## src/hw/rtl/utf8v_pkg.sv

```systemverilog
// Shared types and byte constants for the UTF-8 BMP text validator.
`default_nettype none
package utf8v_pkg;

   localparam logic [7:0] CTRL_LIMIT   = 8'h20;
   localparam logic [7:0] DEL_CHAR     = 8'h7f;
   localparam logic [7:0] ASCII_LIMIT  = 8'h80;
   localparam logic [7:0] LEAD2_LO     = 8'hc2;
   localparam logic [7:0] LEAD2_HI     = 8'hdf;
   localparam logic [7:0] LEAD3_LO     = 8'he0;
   localparam logic [7:0] LEAD3_HI     = 8'hef;
   localparam logic [7:0] LEAD3_SURR   = 8'hed;
   localparam logic [7:0] SECOND_SPLIT = 8'ha0;
   localparam logic [7:0] CONT_MASK    = 8'hc0;
   localparam logic [7:0] CONT_TAG     = 8'h80;

   typedef enum logic [1:0] {
      RULE_NONE     = 2'd0,
      RULE_MIN_A0   = 2'd1,
      RULE_BELOW_A0 = 2'd2
   } rule_type;

   typedef struct packed {
      logic [1:0] pending;
      logic [1:0] rule;
      logic       err;
   } state_type;

endpackage
`default_nettype wire

```

## src/hw/rtl/utf8v_step.sv

```systemverilog
// Per-word decode step: next validator state and verdict from current state and one word.
`default_nettype none
module utf8v_step (
   input  utf8v_pkg::state_type cur_state,
   input  logic [7:0]           byte_value,
   input  logic                 has_byte,
   input  logic                 last,
   output utf8v_pkg::state_type nxt_state,
   output logic                 string_ok
);
   import utf8v_pkg::*;

   utf8v_pkg::state_type upd;
   logic                 bad;

   always_comb begin
      upd = cur_state;
      bad = 1'b0;
      if (has_byte && !cur_state.err) begin
         if (cur_state.pending != 2'd0) begin
            bad = (byte_value & CONT_MASK) != CONT_TAG;
            case (cur_state.rule)
               RULE_MIN_A0:   if (byte_value < SECOND_SPLIT) bad = 1'b1;
               RULE_BELOW_A0: if (byte_value >= SECOND_SPLIT) bad = 1'b1;
               default:       ;
            endcase
            if (bad) begin
               upd.err = 1'b1;
            end else begin
               upd.pending = cur_state.pending - 2'd1;
               upd.rule    = RULE_NONE;
            end
         end else if (byte_value < CTRL_LIMIT || byte_value == DEL_CHAR) begin
            upd.err = 1'b1;
         end else if (byte_value < ASCII_LIMIT) begin
            upd = cur_state;
         end else if (byte_value inside {[LEAD2_LO:LEAD2_HI]}) begin
            upd.pending = 2'd1;
            upd.rule    = RULE_NONE;
         end else if (byte_value inside {[LEAD3_LO:LEAD3_HI]}) begin
            upd.pending = 2'd2;
            if (byte_value == LEAD3_LO) begin
               upd.rule = RULE_MIN_A0;
            end else if (byte_value == LEAD3_SURR) begin
               upd.rule = RULE_BELOW_A0;
            end else begin
               upd.rule = RULE_NONE;
            end
         end else begin
            upd.err = 1'b1;
         end
      end
   end

   assign string_ok = !upd.err && !(last && upd.pending != 2'd0);
   assign nxt_state = last ? '0 : upd;

endmodule
`default_nettype wire

```

## src/hw/rtl/utf8v_core.sv

```systemverilog
// Validator state registers around the decode step.
`default_nettype none
module utf8v_core (
   input  logic       clock,
   input  logic       reset,
   input  logic       advance,
   input  logic [7:0] byte_value,
   input  logic       has_byte,
   input  logic       last,
   output logic       string_ok
);
   import utf8v_pkg::*;

   state_type state_ff;
   state_type state_in;
   state_type step_nxt;

   utf8v_step u_step (
      .cur_state  (state_ff),
      .byte_value (byte_value),
      .has_byte   (has_byte),
      .last       (last),
      .nxt_state  (step_nxt),
      .string_ok  (string_ok)
   );

   assign state_in = advance ? step_nxt : state_ff;

   always_ff @(posedge clock) begin
      if (reset) begin
         state_ff <= '0;
      end else begin
         state_ff <= state_in;
      end
   end

   a_clear_after_last: assert property (@(posedge clock) disable iff (reset)
      advance && last |=> state_ff == '0)
      else $error("state not cleared after end of string");

   a_err_sticky: assert property (@(posedge clock) disable iff (reset)
      advance && !last && state_ff.err |=> state_ff.err)
      else $error("error flag dropped inside a string");

   a_pending_range: assert property (@(posedge clock) disable iff (reset)
      state_ff.pending != 2'd3)
      else $error("continuation count out of range");

   a_ok_implies_clean: assert property (@(posedge clock) disable iff (reset)
      advance && string_ok |-> !step_nxt.err)
      else $error("verdict ok with error recorded");

endmodule
`default_nettype wire

```

## src/hw/rtl/utf8_bmp_text_validator.sv

```systemverilog
// Top level of the streaming UTF-8 BMP text validator.
// Checks a string one byte word per cycle against UTF-8 limited to one- to
// three-byte sequences (no control characters, no overlongs, no surrogates).
// Each accepted word yields exactly one result: rsp_string_ok is the verdict so
// far and rsp_string_end mirrors req_last; on the last word an unfinished
// sequence fails, and state clears for the next string. A word without a byte
// (req_has_byte low) only reports, so an empty string passes. Throughput is one
// word per cycle while rsp_stall is low; each word passes the input register,
// then the decode step, into the result register.
`default_nettype none
module utf8_bmp_text_validator (
   input  logic       clock,
   input  logic       reset,
   input  logic       req_valid,
   output logic       req_stall,
   input  logic [7:0] req_byte_value,
   input  logic       req_has_byte,
   input  logic       req_last,
   output logic       rsp_valid,
   input  logic       rsp_stall,
   output logic       rsp_string_ok,
   output logic       rsp_string_end
);
   import utf8v_pkg::*;

   logic       s1_valid_ff, s1_valid_in;
   logic [7:0] s1_byte_ff;
   logic       s1_has_ff;
   logic       s1_last_ff;
   logic       rsp_valid_ff, rsp_valid_in;
   logic       rsp_ok_ff;
   logic       rsp_end_ff;
   logic       advance;
   logic       req_take;
   logic       step_ok;

   assign advance     = s1_valid_ff && (!rsp_valid_ff || !rsp_stall);
   assign req_stall   = s1_valid_ff && rsp_valid_ff && rsp_stall;
   assign req_take    = req_valid && !req_stall;
   assign s1_valid_in = req_take || (s1_valid_ff && !advance);
   assign rsp_valid_in = advance || (rsp_valid_ff && rsp_stall);

   utf8v_core u_core (
      .clock      (clock),
      .reset      (reset),
      .advance    (advance),
      .byte_value (s1_byte_ff),
      .has_byte   (s1_has_ff),
      .last       (s1_last_ff),
      .string_ok  (step_ok)
   );

   always_ff @(posedge clock) begin
      if (reset) begin
         s1_valid_ff  <= 1'b0;
         rsp_valid_ff <= 1'b0;
      end else begin
         s1_valid_ff  <= s1_valid_in;
         rsp_valid_ff <= rsp_valid_in;
      end
   end

   always_ff @(posedge clock) begin
      if (req_take) begin
         s1_byte_ff <= req_byte_value;
         s1_has_ff  <= req_has_byte;
         s1_last_ff <= req_last;
      end
      if (advance) begin
         rsp_ok_ff  <= step_ok;
         rsp_end_ff <= s1_last_ff;
      end
   end

   assign rsp_valid      = rsp_valid_ff;
   assign rsp_string_ok  = rsp_ok_ff;
   assign rsp_string_end = rsp_end_ff;

   a_stall_needs_word: assert property (@(posedge clock) disable iff (reset)
      req_stall |-> s1_valid_ff && rsp_valid_ff)
      else $error("input stalled with free pipeline slot");

   a_result_follows: assert property (@(posedge clock) disable iff (reset)
      advance |=> rsp_valid_ff)
      else $error("processed word produced no result");

   a_rsp_hold: assert property (@(posedge clock) disable iff (reset)
      rsp_valid_ff && rsp_stall |=> rsp_valid_ff && $stable(rsp_ok_ff) && $stable(rsp_end_ff))
      else $error("stalled result word changed");

endmodule
`default_nettype wire
```

## config.mk

```make
export PLATFORM = sky130hd
export DESIGN_NAME = utf8_bmp_text_validator
export DESIGN_NICKNAME = d
export VERILOG_FILES = /design/src/hw/rtl/utf8v_pkg.sv /design/src/hw/rtl/utf8v_step.sv /design/src/hw/rtl/utf8v_core.sv /design/src/hw/rtl/utf8_bmp_text_validator.sv
export SDC_FILE = /design/constraint.sdc
export NUM_CORES = 1
export LEC_CHECK = 0
export ABC_AREA = 0
export BUFFER_PORTS_ARGS = -buffer_cell sky130_fd_sc_hd__buf_4
export CAP_MARGIN = 20
export CORE_MARGIN = 2
export CORE_UTILIZATION = 30
export DETAILED_ROUTE_END_ITERATION = 10
export PLACE_DENSITY = 0.55
export SLEW_MARGIN = 15
export SYNTH_ARGS = -nofsm -noshare
export SYNTH_HDL_FRONTEND = slang
export SYNTH_HIERARCHICAL = 1
export SYNTH_SLANG_ARGS = --single-unit
```

## constraint.sdc

```tcl
create_clock -name clock -period 2.1 [get_ports clock]
set_input_delay 0.21 -clock clock [delete_from_list [all_inputs] [get_ports clock]]
set_output_delay 0.21 -clock clock [all_outputs]
set_load 0.02 [all_outputs]
```

Word-level counts from Yosys, hierarchy flattened
Cells that the tools add are included.
- $add $sub $neg: 1
- order comparisons: 8
- equality and inequality tests: 9
- multiplexer cells: 19
- reductions and logical operators: 27
- operators with widths (cell ; count):
    8-bit >= comparator, second input constant ; 3
    5-bit two-way mux ; 4
    8-bit equality test, second input constant ; 2
    8-bit less-or-equal comparator, second input constant ; 2
    8-bit < comparator, second input constant ; 2
    4-bit two-way mux ; 4
    1-bit logical AND ; 11
    3-bit inequality test, second input constant ; 3
    8-bit by 7-bit equality test with 1-bit output, second input constant ; 1
    8-bit by 6-bit < comparator with 1-bit output, second input constant ; 1
    1-bit two-way mux ; 8
    1-bit zero test ; 7
    6-bit AND reduction ; 1
    2-bit nonzero test ; 3
    1-bit logical OR ; 4
    2-bit two-way mux ; 2
    4-bit nonzero test ; 1
    2-bit by 1-bit equality test with 1-bit output, second input constant ; 1
    2-bit equality test, second input constant ; 1
    2-bit inequality test, second input constant ; 1
    1-bit case mux with 2 select lines ; 1
    2-bit by 1-bit subtractor with 2-bit output, second input constant ; 1
- flip-flop bits (word level): 19
- input bits: 14
- output and inout port bits: 4
- logic and storage cells: 74

Logic depth before layout (Yosys ltp)
Gate-level depths: netlist of run 1.
- depth in word-level cells: 13
- gate-level depth with buffers: 9
- mapped depth without buffers: 9

By module
The synthesis of run 1 kept the hierarchy.
- modules (own cells, without submodules) (module ; times used ; cells an instance ; area each (um^2)):
    utf8_bmp_text_validator ; 1 ; 22 ; 446.7
    utf8v_step ; 1 ; 54 ; 390.4
    utf8v_core ; 1 ; 16 ; 180.2

Worst setup path before layout of run 1
OpenSTA, ideal clock, no wires.
- kind: reg2reg
- start point: reg u_core/state_ff[1] (netlist bit)
- end point: reg u_core/state_ff[0] (netlist bit)
- setup time: 0.064 ns
- arrival: 1.849 ns
- data required time: 2.036 ns
- path slack: 0.187 ns
- cell stages (with the launch flop): 10
- path buffers: 0
- clock period less this slack: 1.913 ns
- cell sequence: dfxtp_1 > inv_1 > ha_1 > o21bai_1 > a2111oi_0 > a21o_1 > a21o_1 > nor2b_1 > mux2i_1 > nor2_1
- RTL lines (item ; RTL line ; RTL):
    from (decl) ; utf8v_core.sv:14 ; state_type state_ff;
    from (signal assigned) ; utf8v_core.sv:33 ; state_ff <= state_in;

==> load_flow_metrics.sql, run 1 <==
INSERT INTO impl_metrics (metric_group, metric, value, unit) VALUES
('outcome', 'run_status', 'finished clean', ''),
('power_and_ir_drop', 'totalPowerFinal', '0.710', 'mW'),
('synthesis', 'synth_most_common_cell', 'sky130_fd_sc_hd__edfxtp_1', ''),
('die', 'floorplan.die_area', '0.00387', 'mm2'),
('timing', 'period_needed', '1990', 'ps'),
('timing', 'max_freq', '502', 'MHz'),
('cells_and_area', 'stdcell_count', '164', ''),
('timing', 'layout_setup_ws', '107', 'ps'),
('synthesis', 'fraction_of_registers_with_async_set_reset', '0', '%'),
('timing', 'rsz0062_at_grt', 'false', ''),
('power_and_ir_drop', 'static-leakage-power', '0.517', 'nW'),
('synthesis', 'cell_types_with_the_largest_area_share_after_synthesis', 'sky130_fd_sc_hd__edfxtp_1 35%, sky130_fd_sc_hd__dfxtp_1 14%, sky130_fd_sc_hd__mux2i_1 5.9%', ''),
('synthesis', 'postSynthRegisterBits', '19', ''),
('route', 'post_drt_via_cell_ratio', '4.77', ''),
('global_routing', 'grt_pass1_wl', '3430', 'um'),
('cells_and_area', 'synthesis_to_layout_area_growth', '30.9', '%'),
('timing', 'totalNegativeSetupSlack', '0', 'ps'),
('timing', 'slew_headroom', '78.4', '%'),
('global_routing', 'largest_net_degree_at_the_start_of_global_routing', '13', ''),
('route', 'antenna_nets_post_route', '0', ''),
('route', 'route.final.wire_length', '2050', 'um'),
('clock_network', 'tritoncts', 'built', ''),
('synthesis', 'synth_top_cells_by_count', '12 x sky130_fd_sc_hd__edfxtp_1, 9 x sky130_fd_sc_hd__nor2_1, 7 x sky130_fd_sc_hd__dfxtp_1', ''),
('synthesis', 'yosysTopAreaCellShare', '35.4', '%'),
('synthesis', 'synth_largest_area_cell', 'sky130_fd_sc_hd__edfxtp_1', ''),
('die', 'pin_count', '18', ''),
('setup_path', 'required', '2300', 'ps'),
('global_routing', 'grt_pass1_vias', '777', ''),
('timing', 'timing.final.max_slew_violations', '0', ''),
('place', 'numPlacedInstances', '159', ''),
('setup_path', 'critPathCaptureType', 'register', ''),
('timing', 'tightest_slew', '322', 'ps'),
('place', 'dpl.hpwl', '1520', 'um'),
('clock_network', 'htree_levels', '1', ''),
('synthesis', 'synth.net_count', '109', ''),
('place', 'portBuffers', '17', ''),
('global_routing', 'grt.overflow.total', '0', ''),
('synthesis', 'mapped_area', '0.00102', 'mm2'),
('timing', 'setup_violations_final', '0', ''),
('route', 'post-route-drc-count', '0', ''),
('cells_and_area', 'num-fill-cells', '315', ''),
('route', 'met3_routed_length', '37', 'um'),
('die', 'initial_core_util', '31.0', '%'),
('place', 'dp_worst_setup_slack', '37.9', 'ps'),
('power_and_ir_drop', 'power-per-cell-area', '533', 'mW/mm2'),
('setup_path', 'worst-setup-path-type', 'reg2reg', ''),
('route', 'highest_layer', 'met4', ''),
('clock_network', 'cts.reportedPaths.clkPinSlew', '110', 'ps'),
('timing', 'finalClockSkew', '7.98', 'ps'),
('setup_path', 'crit_path_max_fanout', '2', ''),
('setup_path', 'worst_setup_path_start_kind', 'register', ''),
('run', 'maxCapViolCount', '0', ''),
('clock_network', 'clk-insertion-delay-late', '290', 'ps'),
('global_routing', 'grt.total_usage', '11.1', '%'),
('synthesis', 'netlist_instances', '92', ''),
('clock_network', 'max-clock-path-buffers', '2', ''),
('cells_and_area', 'antenna-diode-count', '0', ''),
('route', 'drt_iter0_markers', '19', ''),
('setup_path', 'reg2reg_slack', '110', 'ps'),
('global_routing', 'antenna_found_initial', '0', ''),
('route', 'routed_wire_length_per_instance', '12.5', 'um'),
('hold_path', 'worstHoldPathType', 'in2reg', ''),
('synthesis', 'synth_edf_count', '12', ''),
('clock_network', 'root_buffer', 'sky130_fd_sc_hd__clkbuf_4', ''),
('die', 'core', '0.00328', 'mm2'),
('clock_network', 'numCtsBuffers', '3', ''),
('route', 'drt_first_pass_iters', '4', ''),
('synthesis', 'yosys.cell_types.count', '38', ''),
('timing', 'tcrit_tclk_final', '94.9', '%'),
('die', 'die_width', '62.2', 'um'),
('die', 'site_row_count', '21', '');
stage by stage:
step	utilization, %	area [um2]	hold WS [ps]
floorplan	-	1020	272
global placement	37.5	1230	389
detailed placement	37.5	1230	389
CTS	38.3	1260	68.2
global route	40.5	1330	63.3
finish	40.5	1330	82.0
cells in the final DEF, fill, tap and decap left out, drive strengths merged, types with 2 or more instances in the layout:
cell    netlist  layout
o21a          2       2
a21boi        2       2
edfxtp       12      12
clkbuf        0       4
nor2b         5       5
nand2         3       3
a21o          3       3
mux2i         6       6
a221oi        2       2
ha            3       3
o21ai         3       3
nand3         4       4
buf           2      24
inv           6       6
a21oi         3       3
nor2          9       9
dfxtp         7       7
o22ai         2       2
a211o         2       2
flip-flops by register name, summed over array words and instances, names as in the netlist:
| signal | cells |
|---|---|
| rsp_valid | 1 |
| rsp_string_end | 1 |
| rsp_string_ok | 1 |
| s1_has_ff | 1 |
| s1_byte_ff | 8 |
| s1_valid_ff | 1 |
| u_core/state_ff | 5 |
| s1_last_ff | 1 |
logic make-up (layout without fill, tap and decap cells):
group                    count (synthesis)  in the layout  synth area share (%)
AND/OR/NAND/NOR                         30             30                  18.0
AO/OA/AOI/OAI                           26             26                  19.4
flip-flops                              19             19                  49.2
buffers and inverters                    8             34                  3.81
multiplexers                             6              6                  5.90
adder cells (fa/ha/maj)                  3              3                  3.69
critical path, cell delays in order (launching register included):
cell and delay (ps):
sky130_fd_sc_hd__dfxtp_2 340, sky130_fd_sc_hd__buf_4 130, sky130_fd_sc_hd__ha_1 260, sky130_fd_sc_hd__o21bai_4 200, sky130_fd_sc_hd__a2111oi_4 90, sky130_fd_sc_hd__buf_4 160, sky130_fd_sc_hd__o21a_1 160, sky130_fd_sc_hd__a211o_1 240
sky130_fd_sc_hd__nor2b_1 130, sky130_fd_sc_hd__mux2i_1 140, sky130_fd_sc_hd__nor2_1 60
final timing paths:
path                            from                 end
setup / recovery  u_core/state_ff[1]  u_core/state_ff[3]
hold / removal          req_has_byte           s1_has_ff
setup reg to reg  u_core/state_ff[1]  u_core/state_ff[3]
hold reg to reg          s1_valid_ff         s1_valid_ff
cell type report:
class	count	area (um2)	share of cell area (%)
Timing Repair Buffer	24	180	13.5
Sequential cell	19	503	37.8
Inverter	6	22.5	1.69
Tap cell	46	57.6	4.32
Clock buffer	4	26.3	1.97
Multi-Input combinational cell	65	542	40.7
what timing repair did:
action                                  in CTS  in global routing
endpoints found under the setup margin       1                  5
resized for setup                            1                 14
pin swaps                                    0                  5
hold buffers                                 0                  0
gates cloned                                 0                  0
setup buffers                                0                  1
routing by layer:
layer	GRT usage, %	vias up
met3	2.17	2
met4	5.83	0
met5	0	-
met2	19.0	7
li1	-	397
met1	13.2	376
power by group:
group | switching, mW | total (mW) | leakage (nW) | internal (mW)
Clock | 0.110 | 0.184 | 0.0150 | 0.0738
Sequential | 0.0141 | 0.430 | 0.174 | 0.415
Combinational | 0.0452 | 0.0962 | 0.328 | 0.0510
No activity file was read; power rests on OpenSTA's default activity.
==> run 2, diff against run 1 <==
--- a/config.mk
+++ b/config.mk
@@ -9,9 +9,9 @@
 export BUFFER_PORTS_ARGS = -buffer_cell sky130_fd_sc_hd__buf_4
 export CAP_MARGIN = 20
 export CORE_MARGIN = 2
-export CORE_UTILIZATION = 30
+export CORE_UTILIZATION = 48
 export DETAILED_ROUTE_END_ITERATION = 10
-export PLACE_DENSITY = 0.55
+export PLACE_DENSITY = 0.78
 export SLEW_MARGIN = 15
 export SYNTH_ARGS = -nofsm -noshare
 export SYNTH_HDL_FRONTEND = slang
==> run 2 against run 1 <==
  * Critical endpoint unchanged
  * Power decreased by 0.42%
  * Fmax shrank 2.8%
  * Critical path depth unchanged
  * First-iteration DRC count shrank 32%
  * Register-to-register slack got worse by 60 ps
  * Global-route usage up 6.5 points
  * Hold slack worse by 3.0 ps
  * Clock skew is 5.9 ps lower
==> load_flow_metrics.sql, run 2 (same netlist as run 1, synthesis figures left out) <==
INSERT INTO impl_metrics (metric_group, metric, value, unit) VALUES
('route', 'post_drt_via_cell_ratio', '5.49', ''),
('clock_network', 'htree_levels', '1', ''),
('setup_path', 'endpoint_of_the_lowest_slack_register_to_register_path', 'u_core/state_ff[3]', ''),
('global_routing', 'largest_net_degree_at_the_start_of_global_routing', '13', ''),
('setup_path', 'critical-path-top-delay-family', 'compound AO/OA/AOI/OAI gates', ''),
('timing', 'hold-worst-slack', '79.0', 'ps'),
('setup_path', 'data_arrival_time_of_the_critical_path', '2260', 'ps'),
('power_and_ir_drop', 'static-leakage-power', '0.532', 'nW'),
('power_and_ir_drop', 'largest_vdd_supply_drop', '0.514', 'mV'),
('route', 'routed_wire_length_per_instance', '13.1', 'um'),
('cells_and_area', 'register_containing_the_most_flip_flops_in_the_final_layout', 's1_byte_ff', ''),
('clock_network', 'cts_hold_buffers', '0', ''),
('route', 'drt_iter0_markers', '13', ''),
('global_routing', 'grt_pass1_wl', '3310', 'um'),
('setup_path', 'critical_path.most_common_cell', 'sky130_fd_sc_hd__buf_4', ''),
('global_routing', 'grt.total_usage', '17.6', '%'),
('setup_path', 'crit_path_start', 'u_core/state_ff[1]', ''),
('cells_and_area', 'nets', '138', ''),
('setup_path', 'path_buf_inv', '2', ''),
('clock_network', 'root_buffer', 'sky130_fd_sc_hd__clkbuf_4', ''),
('route', 'routed-via-count', '807', ''),
('setup_path', 'critical_path.reg2reg.startpoint', 'u_core/state_ff[1]', ''),
('cells_and_area', 'antenna-diode-count', '0', ''),
('run', 'maxCapViolCount', '0', ''),
('die', 'initial_core_util', '51.3', '%'),
('timing', 'max_freq', '488', 'MHz'),
('cells_and_area', 'finish.utilization', '65.4', '%'),
('route', 'antenna_nets_post_route', '0', ''),
('clock_network', 'clk-insertion-delay-late', '300', 'ps'),
('clock_network', 'cts.sink_count', '19', ''),
('place', 'dp_worst_setup_slack', '34.0', 'ps'),
('setup_path', 'worst-setup-path-type', 'reg2reg', ''),
('timing', 'slew_headroom', '74.2', '%'),
('timing', 'tightest_slew', '386', 'ps'),
('setup_path', 'critical_path_max_stage_delay', '340', 'ps'),
('power_and_ir_drop', 'power-per-cell-area', '545', 'mW/mm2'),
('clock_network', 'numCtsBuffers', '3', ''),
('setup_path', 'crit_path_max_fanout', '3', ''),
('cells_and_area', 'flip_flop_count_of_the_largest_register_all_copies_and_words_added', '8', ''),
('power_and_ir_drop', 'totalPowerFinal', '0.707', 'mW'),
('cells_and_area', 'synthesis_to_layout_area_growth', '27.4', '%'),
('cells_and_area', 'layout.cells.most_common_list', '26 x sky130_fd_sc_hd__buf_4, 12 x sky130_fd_sc_hd__edfxtp_1, 9 x sky130_fd_sc_hd__nor2_1', ''),
('global_routing', 'antenna_found_initial', '0', ''),
('place', 'portBuffers', '17', ''),
('route', 'route.final.wire_length', '1920', 'um'),
('setup_path', 'reg2reg_slack', '50', 'ps'),
('timing', 'setup_violations_final', '0', ''),
('place', 'dpl.hpwl', '1420', 'um'),
('timing', 'timing.final.max_slew_violations', '0', ''),
('clock_network', 'tritoncts', 'built', ''),
('timing', 'layout_setup_ws', '50.2', 'ps'),
('cells_and_area', 'reg_top3', 's1_byte_ff: 8 flops, u_core/state_ff: 5 flops', ''),
('setup_path', 'critical_path_cell_count', '10', ''),
('outcome', 'run_status', 'finished clean', ''),
('timing', 'tcrit_tclk_final', '97.6', '%'),
('die', 'pin_count', '18', ''),
('setup_path', 'capture_point_of_the_critical_path', 'u_core/state_ff[3]', ''),
('setup_path', 'required', '2310', 'ps'),
('cells_and_area', 'final_layout_size_suffix_gt1_share', '35.8', '%'),
('setup_path', 'number_of_cells_on_the_worst_reg_to_reg_path', '10', ''),
('clock_network', 'max-clock-path-buffers', '2', ''),
('place', 'finalWeightedCongestion', '0.779', ''),
('die', 'floorplan.die.height', '50.0', 'um'),
('route', 'post-route-drc-count', '0', ''),
('die', 'die_width', '50.0', 'um'),
('setup_path', 'cp_slowest_cell', 'sky130_fd_sc_hd__dfxtp_2', ''),
('timing', 'period_needed', '2050', 'ps'),
('die', 'core', '0.00198', 'mm2'),
('die', 'site_row_count', '16', ''),
('setup_path', 'worst_setup_path_start_kind', 'register', ''),
('clock_network', 'cts.reportedPaths.clkPinSlew', '100', 'ps'),
('global_routing', 'grt_pass1_vias', '808', ''),
('setup_path', 'critPathCaptureType', 'register', ''),
('route', 'drt_first_pass_iters', '4', ''),
('cells_and_area', 'mostFrequentLayoutCell', 'sky130_fd_sc_hd__buf_4', ''),
('hold_path', 'worstHoldPathType', 'in2reg', ''),
('setup_path', 'worstPathCellList', 'buf_4 -> ha_1 -> nor3_2 -> a2111oi_1 -> buf_4 -> o21a_1 -> a211o_1 -> nor2b_1 -> mux2i_1 -> nor2_1', ''),
('die', 'floorplan.die_area', '0.00250', 'mm2'),
('timing', 'final-hold-violation-count', '0', ''),
('timing', 'finalClockSkew', '2.07', 'ps'),
('global_routing', 'grt.overflow.total', '0', '');
[run 2: cell count changes in the layout (fill, tap and decap cells not counted), sizes merged]
cell    change
buf         +2
clkbuf      -1
clkinv      +1
[run 2: worst min-delay path by stage]
stage	startpoint	to	slack, ps	depth (start not counted)
finish	req_has_byte	s1_has_ff	80	1
floorplan	reset	s1_valid_ff	270	1
global placement	req_byte_value[7]	s1_byte_ff[7]	390	1
CTS	req_byte_value[7]	s1_byte_ff[7]	70	1
detailed placement	req_byte_value[0]	s1_byte_ff[0]	390	1
global route	req_byte_value[5]	s1_byte_ff[5]	60	1
[run 2: report_power, final]
part | internal [mW] | switching, mW | total, mW
registers | 0.415 | 0.0146 | 0.430
clock network | 0.0711 | 0.108 | 0.179
logic | 0.0526 | 0.0449 | 0.0975
[run 2: worst register-to-register path, cell delays in order (launching register included)]
cell and delay, ps:
sky130_fd_sc_hd__dfxtp_2 340, sky130_fd_sc_hd__buf_4 130, sky130_fd_sc_hd__ha_1 240, sky130_fd_sc_hd__nor3_2 240, sky130_fd_sc_hd__a2111oi_1 100, sky130_fd_sc_hd__buf_4 160
sky130_fd_sc_hd__o21a_1 160, sky130_fd_sc_hd__a211o_1 290, sky130_fd_sc_hd__nor2b_1 140, sky130_fd_sc_hd__mux2i_1 130, sky130_fd_sc_hd__nor2_1 50
[run 2: area by class of cell]
type                            count  area (um2)
Clock buffer                        3        22.5
Clock inverter                      1        5.00
Fill cell                         151         686
Inverter                            6        22.5
Multi-Input combinational cell     65         514
Sequential cell                    19         503
Tap cell                           27        33.8
Timing Repair Buffer               26         195
[run 2: through the flow]
step / cells / instance area (um2) / TNS (ps)
after floorplan: 92 / 1020 / 0
after global routing: 147 / 1300 / -211
final: 147 / 1300 / 0
after CTS: 144 / 1230 / 0
after global placement: 140 / 1210 / 0
after detailed placement: 140 / 1210 / 0
[run 2: timing repair]
item / 4_1_cts / 5_1_grt
endpoints found under the setup margin: 0 / 6
setup buffers: 0 / 3
endpoints found under the hold margin: 0 / 0
resized for setup: 0 / 8
[run 2: per-layer routing]
metal	up-vias	routed length, um	track usage (%)
met3	7	63	3.03
met5	-	0	0
met1	369	894	21.7
li1	408	-	-
met4	0	85	15.7
met2	23	879	26.1
